[src/hw/rtl/source_address_packet_counter_unit_macros.svh]
// Assertion macros for the per-source packet counter.
// Needs clk and rst_n in the scope of use.
`ifndef SOURCE_ADDRESS_PACKET_COUNTER_UNIT_MACROS_SVH
`define SOURCE_ADDRESS_PACKET_COUNTER_UNIT_MACROS_SVH

// condition holds every cycle out of reset
`define SAPC_CHECK(lbl, expr, msg) \
  lbl: assert property (@(posedge clk) disable iff (!rst_n) (expr)) else $error(msg);

// pre in one cycle implies post in the next
`define SAPC_CHECK_NEXT(lbl, pre, post, msg) \
  lbl: assert property (@(posedge clk) disable iff (!rst_n) (pre) |=> (post)) else $error(msg);

`endif

[src/hw/rtl/sapc_pkg.sv]
// Shared types, status codes and helpers for the per-source packet counter.
// No dependencies.
`default_nettype none

package sapc_pkg;

  localparam int TABLE_DEPTH_DEF = 256;

  localparam logic [1:0] STATUS_HIT  = 2'd0;
  localparam logic [1:0] STATUS_NEW  = 2'd1;
  localparam logic [1:0] STATUS_FULL = 2'd2;

  typedef struct packed {
    logic [31:0] source_address;
    logic [31:0] seconds_elapsed;
  } in_beat_t;

  typedef struct packed {
    logic [1:0]  lookup_status;
    logic [7:0]  entry_index;
    logic [31:0] entry_count;
    logic [31:0] total_packets;
  } out_beat_t;

  // lookup token moving down the cell chain
  typedef struct packed {
    logic        valid;
    logic        done;
    logic [31:0] addr;
    logic [31:0] now;
    logic [1:0]  status;
    logic [7:0]  slot;
    logic [31:0] count;
  } probe_t;

  function automatic logic [31:0] sat_inc(input logic [31:0] v);
    return (v == 32'hFFFF_FFFF) ? v : v + 32'd1;
  endfunction

endpackage

`default_nettype wire

[src/hw/rtl/sapc_cell.sv]
// One table entry: address, count and last-seen time, plus one probe stage.
// Depends on sapc_pkg.
`default_nettype none

module sapc_cell #(
  parameter int TABLE_DEPTH = sapc_pkg::TABLE_DEPTH_DEF,
  parameter int IDX         = 0,
  localparam int CW         = $clog2(TABLE_DEPTH + 1)
) (
  input  wire logic            clk,
  input  wire logic            rst_n,
  input  wire logic [CW-1:0]   used,
  input  wire sapc_pkg::probe_t probe_in,
  output sapc_pkg::probe_t     probe_out
);

  logic [31:0]      addr_r;
  logic [31:0]      count_r;
  logic [31:0]      seen_r;
  sapc_pkg::probe_t probe_r;
  sapc_pkg::probe_t probe_nxt;

  logic filled;
  logic live;
  logic hit;
  logic ins;

  assign filled = used > CW'(IDX);
  assign live   = probe_in.valid && !probe_in.done;
  assign hit    = live && filled && (addr_r == probe_in.addr);
  assign ins    = live && !filled && (used == CW'(IDX));

  always_comb begin
    probe_nxt = probe_in;
    if (hit) begin
      probe_nxt.done   = 1'b1;
      probe_nxt.status = sapc_pkg::STATUS_HIT;
      probe_nxt.slot   = 8'(IDX);
      probe_nxt.count  = sapc_pkg::sat_inc(count_r);
    end else if (ins) begin
      probe_nxt.done   = 1'b1;
      probe_nxt.status = sapc_pkg::STATUS_NEW;
      probe_nxt.slot   = 8'(IDX);
      probe_nxt.count  = 32'd1;
    end
  end

  always_ff @(posedge clk) begin
    if (!rst_n) begin
      probe_r <= '0;
    end else begin
      probe_r <= probe_nxt;
    end
  end

  always_ff @(posedge clk) begin
    if (hit) begin
      count_r <= sapc_pkg::sat_inc(count_r);
      seen_r  <= probe_in.now;
    end else if (ins) begin
      addr_r  <= probe_in.addr;
      count_r <= 32'd1;
      seen_r  <= probe_in.now;
    end
  end

  assign probe_out = probe_r;

endmodule

`default_nettype wire

[config.mk]
export PLATFORM = sky130hd
export DESIGN_NAME = sapc_cell
export DESIGN_NICKNAME = d
export VERILOG_FILES = /design/src/hw/rtl/source_address_packet_counter_unit_macros.svh /design/src/hw/rtl/sapc_pkg.sv /design/src/hw/rtl/sapc_cell.sv
export SDC_FILE = /design/constraint.sdc
export NUM_CORES = 1
export LEC_CHECK = 0
export ABC_AREA = 0
export BUFFER_PORTS_ARGS = -buffer_cell sky130_fd_sc_hd__buf_2
export CAP_MARGIN = 5
export CELL_PAD_IN_SITES_DETAIL_PLACEMENT = 0
export CELL_PAD_IN_SITES_GLOBAL_PLACEMENT = 2
export CORE_ASPECT_RATIO = 1.2
export CORE_UTILIZATION = 31
export DETAILED_ROUTE_END_ITERATION = 6
export PLACE_DENSITY_LB_ADDON = 0.1
export SLEW_MARGIN = 20
export SYNTH_ARGS = -nofsm -noshare
export SYNTH_HDL_FRONTEND = slang
export SYNTH_SLANG_ARGS = --single-unit
[constraint.sdc]
create_clock -name clk -period 3.7 [get_ports clk]
set_input_delay 0.555 -clock clk [delete_from_list [all_inputs] [get_ports clk]]
set_output_delay 0.555 -clock clk [all_outputs]
set_load 0.05 [all_outputs]
== Yosys cells after proc, flatten, opt, wreduce, memory -nomap -nowiden ==
Cells that the tools add are included.

* Add/subtract/negate cells: 1
* Bitwise gates (word level): 2
* Muxes and demuxes: 7
* $lt $le $gt $ge: 1
* Reduce and logical (&&, ||, !) cells: 12
* Equality and inequality tests: 2

{| class="wikitable"
|+ Operators by type and width
! kind !! count
|-
| $mux 32 || 4
|-
| $mux 41 || 1
|-
| $add 32x1->32 const B || 1
|-
| $eq 32x32->1 || 1
|-
| $eq 32x32->1 const B || 1
|-
| $gt 9x1->1 const B || 1
|-
| $logic_not 9->1 || 1
|-
| $logic_and 1x1->1 || 5
|-
| $reduce_or 3->1 || 1
|-
| $logic_not 1->1 || 2
|-
| $mux 1 || 2
|-
| $not 1->1 || 2
|-
| $reduce_and 2->1 || 1
|-
| $reduce_bool 2->1 || 1
|-
| $reduce_or 2->1 || 1
|}

* Word-level logic and storage cells: 35
* Register bits after elaboration: 172
* Output and inout bits: 108

== Longest topological paths before layout ==
Gate-level depths: netlist of run 1.

* Depth in word-level cells: 6
* Mapped depth: 8
* Gate-level depth less buffers: 7

== Worst setup path after synthesis of run 1 ==
OpenSTA, ideal clock, no wires.

* Path type: input-to-reg
* Start: in used[2]
* End: reg count_r[0] (enable)
* Slack: 0.492 ns
* Buffers on the path: 1
* Stages: 5
* Arrival time: 2.860 ns
* Cell sequence: or4_1 nor4_2 and3b_1 nand2b_1 buf_4

* Longest elaborated chain between the ends: 5
* Elaborated cells between the ends (all ways): 8

{| class="wikitable"
|+ Ends and longest elaborated chain
! element !! RTL line !! text
|-
| from (decl) || sapc_cell.sv:12 || <nowiki>input wire logic [CW-1:0] used,</nowiki>
|-
| $gt 9x1->1 || sapc_cell.sv:28 || <nowiki>assign filled = used > CW'(IDX);</nowiki>
|-
| $logic_not 1->1 || sapc_cell.sv:31 || <nowiki>assign ins = live && !filled && (used == CW'(IDX));</nowiki>
|-
| $logic_and 1x1->1 (2 in a row) || sapc_cell.sv:31 ||
|-
| $reduce_bool 2->1 (no source line) (*) || - ||
|-
| to (signal assigned) || sapc_cell.sv:58 || <nowiki>count_r <= sapc_pkg::sat_inc(count_r);</nowiki>
|-
| to (decl) || sapc_cell.sv:18 || <nowiki>logic [31:0] count_r;</nowiki>
|}

Every way passes the cells marked *; elsewhere a longest branch is shown, timed or not.
A chain may end at the register's enable or synchronous reset.

==> results of run 1 <==
==> cell usage after synthesis, types with 2 or more instances <==
cell and count:
dfxtp_1 108, and2_1 68, edfxtp_1 64, nand3_1 42
xnor2_1 39, nor2_1 35, o21ai_1 26, nand4_1 20
xor2_1 19, nand2_1 16, nor3_1 12, inv_1 10
clkbuf_1 8, and3_1 5, buf_6 5, o21ai_0 5
buf_2 4, buf_4 4, mux2i_1 4, nand2b_1 4
nor4_4 3, or3_1 3, a31oi_2 2, and4_1 2
nand3_2 2, nor4_1 2, o211a_1 2, or2_1 2
==> how the worst min path moves through the flow <==
stage	endpoint	start	slack (ns)	cells past startpoint
after floorplan	probe_out[4]$_SDFF_PN0_	count_r[4]$_SDFFCE_PN0P_	0.54	2
after global placement	probe_out[14]$_SDFF_PN0_	count_r[14]$_SDFFCE_PN0P_	0.59	2
after detailed placement	probe_out[4]$_SDFF_PN0_	count_r[4]$_SDFFCE_PN0P_	0.58	2
after CTS	probe_out[63]$_SDFF_PN0_	probe_in[63]	0.31	2
after global routing	probe_out[70]$_SDFF_PN0_	probe_in[70]	0.31	2
final	probe_out[68]$_SDFF_PN0_	probe_in[68]	0.33	2
==> through the flow <==
step | cell area [um2] | power (uW)
final | 8430 | 4360
after global routing | 8420 | 4530
after CTS | 8420 | 4430
after detailed placement | 7780 | 2530
after global placement | 7780 | 2520
after floorplan | 6380 | 2370
==> registers in the layout (all words and copies together), names as in the netlist <==
name       cells
probe_out    108
count_r       32
addr_r        32
==> power groups by stage <==
stage | Clock (uW) | Combinational, uW | Sequential (uW)
6_report | 1890 | 447 | 2030
5_1_grt | 2020 | 475 | 2040
4_1_cts | 1940 | 454 | 2030
3_5_place_dp | 0 | 454 | 2070
3_3_place_gp | 0 | 451 | 2070
2_1_floorplan | 0 | 76.9 | 2300
==> routing by layer <==
metal	share of wire, %	vias up
met5	0.084	-
met4	1.3	2
met3	6.3	17
met2	53	132
met1	39	2202
li1	-	2299
==> final cells by class <==
cell class              instances  share of cell area, %
clock buffers                  22                   6.28
inverters                      11                  0.490
flip-flops and latches        172                   48.5
diodes                          1                 0.0297
well taps                     265                   3.94
repair buffers                233                   14.3
clock inverters                10                   1.29
multi-input cells             329                   25.2
==> cell families after synthesis <==
group,after synthesis,share of synthesized area (%)
compound gates,39,3.65
xor+xnor,58,7.96
fa+ha+maj,1,0.196
buf+inv,33,2.84
flops,172,64.0
mux,4,0.627
simple gates,227,20.7
==> results.toml, run 1 <==
[outcome]
status = "finished clean"

[synth]
synthesis.nets = 654
synthTopCellsByArea = "dfxtp_1 34%, edfxtp_1 30%, and2_1 6.7%"
synthDistinctLibCells = 46
synth_edf_count = 64
synthArstFlopShare_pct = 0
syn-instance-count = 534
synth_top_area_cell = "dfxtp_1"
synth-seq-cells = 172
synth_flop_cell = "dfxtp_1"
avgSynthCellArea_um2 = 11.9
yosys.area.top_type_share_pct = 33.9
synth_area_um2 = 6380
seq_area_frac_synth_pct = 64.0
yosysWarnings = 0

[worst_setup_path]
cp-end-kind = "flip-flop"
r2r_setup_slack_ns = 1.47
crit_chain = "nand4_1, nor4_4, a31oi_2, nand2_1, xor2_1, nor2_1"
ff2ff_path_depth = 6
rr_startpoint = "count_r[12]$_SDFFCE_PN0P_"
required_ns = 3.87
cp.buffers_inverters = 0
timing.rr.end = "count_r[11]$_SDFFCE_PN0P_"
crit_fanout = 6
startpoint_type = "flip-flop"
worstPathArrival_ns = 2.40
cp.depth = 6
startpoint = "count_r[12]$_SDFFCE_PN0P_"
max_stage_delay_ns = 0.52
crit_end = "count_r[11]$_SDFFCE_PN0P_"
critPathKind = "reg2reg"
cpMaxStageDelayCell = "nor4_4"
critical_path.top_delay_family = "simple AND/OR/NAND/NOR gates"

[routing]
drtAntennaViolNets = 0
drt-vias-per-instance = 4.46
via_count = 4652
first_pass_iters = 6
routedWlPerCell_um = 14.8
drc = 0
drtIter0Drc = 186
drt-total-wl_mm = 15.4

[final_layout]
finish.utilization_pct = 41.7
layoutNonFillerInstCount = 1043
final_cell_mix = "226 x buf_2, 108 x dfxtp_1, 68 x and2_1, 64 x edfxtp_1, 42 x nand3_1"
nets = 884
area_delta_synth_final_pct = 32.0
fill_cells = 2020
layout_commonest_cell = "buf_2"
multi_input_area_um2 = 2120
seqCellArea_um2 = 4080
drive_gt1_share_pct = 35.8

[power]
irDropWorstVdd_mv = 0.295
p_leak_uw = 0.00354
p_per_area_nw_per_um2 = 518
power_frac_clock_pct = 43.3
combPwrFrac_pct = 10.3
p_int_uw = 3260
switchingPower_uw = 1110
share_seq_of_total_power_pct = 46.5
swShare_pct = 25.4

[floorplanning]
core_um2 = 20200
die_y_um = 159
start_util_pct = 31.6
rows = 57
io_pins = 227
die-area_um2 = 21200
die_w_um = 133

[global_route]
use_met2_pct = 27.9
grtUsageMet1_pct = 16.0
grt_pass1_wl_mm = 24.6
grt.total_usage_pct = 15.2
grt_pass1_vias = 4788
antenna_found_initial = 2
grt_use_met3_pct = 4.93
grt.busiest_layer = "met2"
grt_start_max_net_pins = 72
grt_overflow = 0

[clock_network]
clk_pin_slew_worst_paths_ns = 0.07
htreeDepth = 4
post_cts_resized = 0
cts_tree = "done"
clockRootBuffer = "clkbuf_16"
clk_latency_ns = 0.42
postCtsSetupBuffers = 0
numCtsBuffers = 17
clock_sinks = 172
cts_buffer_depth = 2
hold_buffers = 0

[timing]
finalCriticalPeriod_ns = 2.23
setup_tns_ns = 0
fin_skew_ns = 0.0167
rsz0062_at_grt = "no"
worstMarginPinSlew_ns = 0.598
setup_slack_ns = 1.47
finalCritPeriodShare_pct = 60.3
relSlewSlack_pct = 59.8
max_freq_ghz = 0.448
finalSetupViolCount = 0
finalHoldViolations = 0
slew_violations = 0
timing.hold.ws_ns = 0.334

[run]
cap_violations = 0

[worst_hold_path]
hp-class = "in2reg"

[place]
gp_congestion = 0.700
io_buffers = 226
dp_slack_ns = 1.10
post-dp-hpwl_mm = 11.2
dp.cells = 1010
Power figures use the tool's default switching activity.
==> run 2, diff against run 1 <==
--- a/config.mk
+++ b/config.mk
@@ -5,13 +5,13 @@
 export SDC_FILE = /design/constraint.sdc
 export NUM_CORES = 1
 export LEC_CHECK = 0
-export ABC_AREA = 0
+export ABC_AREA = 1
 export BUFFER_PORTS_ARGS = -buffer_cell sky130_fd_sc_hd__buf_2
 export CAP_MARGIN = 5
 export CELL_PAD_IN_SITES_DETAIL_PLACEMENT = 0
 export CELL_PAD_IN_SITES_GLOBAL_PLACEMENT = 2
 export CORE_ASPECT_RATIO = 1.2
-export CORE_UTILIZATION = 31
+export CORE_UTILIZATION = 26
 export DETAILED_ROUTE_END_ITERATION = 6
 export PLACE_DENSITY_LB_ADDON = 0.1
 export SLEW_MARGIN = 20
==> constraint.sdc (replaced) <==
create_clock -name clk -period 1.95 [get_ports clk]
set_input_delay 0.2925 -clock clk [delete_from_list [all_inputs] [get_ports clk]]
set_output_delay 0.2925 -clock clk [all_outputs]
set_load 0.05 [all_outputs]
==> run 2 against run 1 <==
Combinational power is 140% higher. Clock power increased by 81%. Core utilization decreased by 4.5 points. Critical path type unchanged. Hold slack worse by 0.30 ns. Via count is 82% higher. Highest routed layer is now met4. Synthesized cell count grew 130%.
==> results.toml, run 2 <==
[outcome]
status = "finished clean"

[timing]
relSlewSlack_pct = 34.2
slew_violations = 0
finalCriticalPeriod_ns = 1.85
fin_skew_ns = 0.0145
finalCritPeriodShare_pct = 94.9
rsz0062_at_grt = "yes"
finalHoldViolations = 0
worstMarginPinSlew_ns = 0.986
setup_slack_ns = 0.0989
max_freq_ghz = 0.540
finalSetupViolCount = 0

[global_route]
grt_overflow = 0
antenna_found_initial = 0
grt_start_max_net_pins = 44
use_met2_pct = 34.9
grt.busiest_layer = "met2"
grtUsageMet1_pct = 20.3
grt_pass1_wl_mm = 46.8
grt_pass1_vias = 8323
grt_use_met3_pct = 2.64
grt.total_usage_pct = 18.2

[final_layout]
area_delta_synth_final_pct = 40.5
nets = 1712
drive_gt1_share_pct = 29.6
final_cell_mix = "404 x nand2_1, 226 x inv_1, 226 x buf_2, 132 x nor2_1, 108 x dfxtp_1"
layout_commonest_cell = "nand2_1"
largest_register_ffs = 108
final_area_um2 = 12400
num_antenna_cells = 0

[floorplanning]
core_um2 = 33200
io_pins = 227
die_w_um = 170
die-area_um2 = 34600
die_y_um = 204
rows = 73
start_util_pct = 26.5

[worst_setup_path]
cp-end-kind = "flip-flop"
critPathKind = "reg2reg"
required_ns = 2.23
startpoint_type = "flip-flop"
worstPathArrival_ns = 2.13
crit_fanout = 10

[worst_hold_path]
hp-class = "in2reg"

[synth]
synth_edf_count = 64
synth.most_common_cell = "nand2_1"
synth_commonest_cells = "419 x nand2_1, 228 x inv_1, 146 x nor2_1"
yosysWarnings = 0
avgSynthCellArea_um2 = 7.13
synthTopCellsByArea = "dfxtp_1 25%, edfxtp_1 22%, nand2_1 18%"
synth_top_area_cell = "dfxtp_1"
synthArstFlopShare_pct = 0
yosys.area.top_type_share_pct = 24.5
synth-seq-cells = 172
seq_area_frac_synth_pct = 46.3
synthDistinctLibCells = 34
synth_flop_cell = "dfxtp_1"
synthesis.nets = 1356
synth_area_um2 = 8810
syn-instance-count = 1236

[routing]
drt-vias-per-instance = 4.11
drt-total-wl_mm = 31.2
drtIter0Drc = 412
routedWlPerCell_um = 15.2
drc = 0
via_count = 8455
drtAntennaViolNets = 0
first_pass_iters = 4

[place]
post-dp-hpwl_mm = 24.5
place_area_um2 = 11300
gp_congestion = 0.884
io_buffers = 226
dp_slack_ns = -0.0692

[clock_network]
clk_pin_slew_worst_paths_ns = 0.07
clk_latency_ns = 0.45
clockRootBuffer = "clkbuf_16"
cts_buffer_depth = 2
cts_tree = "done"
clock_sinks = 172
htreeDepth = 4
numCtsBuffers = 17

[power]
p_per_area_nw_per_um2 = 673
p_leak_uw = 0.00672
irDropWorstVdd_mv = 0.403

[run]
cap_violations = 0
[run 2: changes by cell type after synthesis, moves of 21 or more]
cell / before / now
a21oi_1: 0 / 54
and2_1: 68 / 0
inv_1: 10 / 228
nand2_1: 16 / 419
nand3_2: 2 / 31
nor2_1: 35 / 146
nor3_1: 12 / 33
o21ai_1: 26 / 0
xnor2_1: 39 / 4
[run 2: power by group]
| group | switching (uW) | internal, uW |
|---|---|---|
| registers | 28.4 | 3820 |
| logic | 750 | 317 |
| clock network | 1610 | 1810 |
| total | 2390 | 5950 |
[run 2: repair_timing]
action | in CTS | in global routing
endpoints found under the setup margin | 38 | 90
endpoints found under the hold margin | 28 | 0
setup buffers | 1 | 8
cloned | 0 | 2
pin swaps | 0 | 8
hold buffers | 28 | 0
gates resized for setup | 1 | 41
[run 2: logic make-up (layout without fill, tap and decap cells)]
| family | after synthesis | in the layout | share of synthesized area (%) |
|---|---|---|---|
| buffers and inverters | 265 | 634 | 12.1 |
| adder cells (fa/ha/maj) | 1 | 1 | 0.142 |
| AO/OA/AOI/OAI | 66 | 66 | 3.86 |
| flip-flops | 172 | 172 | 46.3 |
| AND/OR/NAND/NOR | 728 | 728 | 37.2 |
| XOR/XNOR | 4 | 4 | 0.397 |
[run 2: layer usage]
layer / vias to the layer above / routed length [um] / part of all wire [%]
met5: - / 0 / 0
met4: 0 / 637 / 2.0
met3: 31 / 754 / 2.4
met2: 134 / 17000 / 55
met1: 3817 / 12800 / 41
li1: 4473 / - / -
[run 2: final timing paths]
path	slack (ns)	startpoint	end	depth (start not counted)
worst max register to register	0.1	count_r[4]$_SDFFCE_PN0P_	count_r[15]$_SDFFCE_PN0P_	10
worst min register to register	0.78	count_r[30]$_SDFFCE_PN0P_	count_r[30]$_SDFFCE_PN0P_	3
worst max-delay path	0.1	count_r[4]$_SDFFCE_PN0P_	count_r[15]$_SDFFCE_PN0P_	10
worst min-delay path	0.03	probe_in[50]	probe_out[50]$_SDFF_PN0_	3
[run 2: final cells by class]
| type | count | area [um2] |
|---|---|---|
| inverter | 232 | 876 |
| sequential | 172 | 4080 |
| tap | 450 | 563 |
| clock inverter | 12 | 98.8 |
| multi-input combinational | 799 | 3800 |
| fill | 3695 | 20900 |
| clock buffer | 20 | 478 |
| timing repair buffer | 370 | 2480 |
[run 2: worst max-delay path, cell delays in order, from the launching register on]
cell and delay, ns:
edfxtp_1 0.42, nand2_2 0.15, nor2_8 0.20, nand2_8 0.10
nor2_8 0.14, nand3_4 0.09, buf_12 0.15, buf_4 0.14
nand2_1 0.05, nor2_1 0.04, nor3_1 0.18
[run 2: stage by stage]
stage	utilization (%)	std cells	setup TNS [ns]	hold WS (ns)	total power [uW]
finish	37.3	2055	0	0.0306	8340
global route	37.3	2055	-0.128	0.0291	8690
CTS	36.5	2045	0	0.000179	8500
detailed placement	33.9	1984	-1.31	0.475	4970
global placement	33.9	1984	-0.692	0.472	4970
floorplan	-	1236	0	0.386	4600
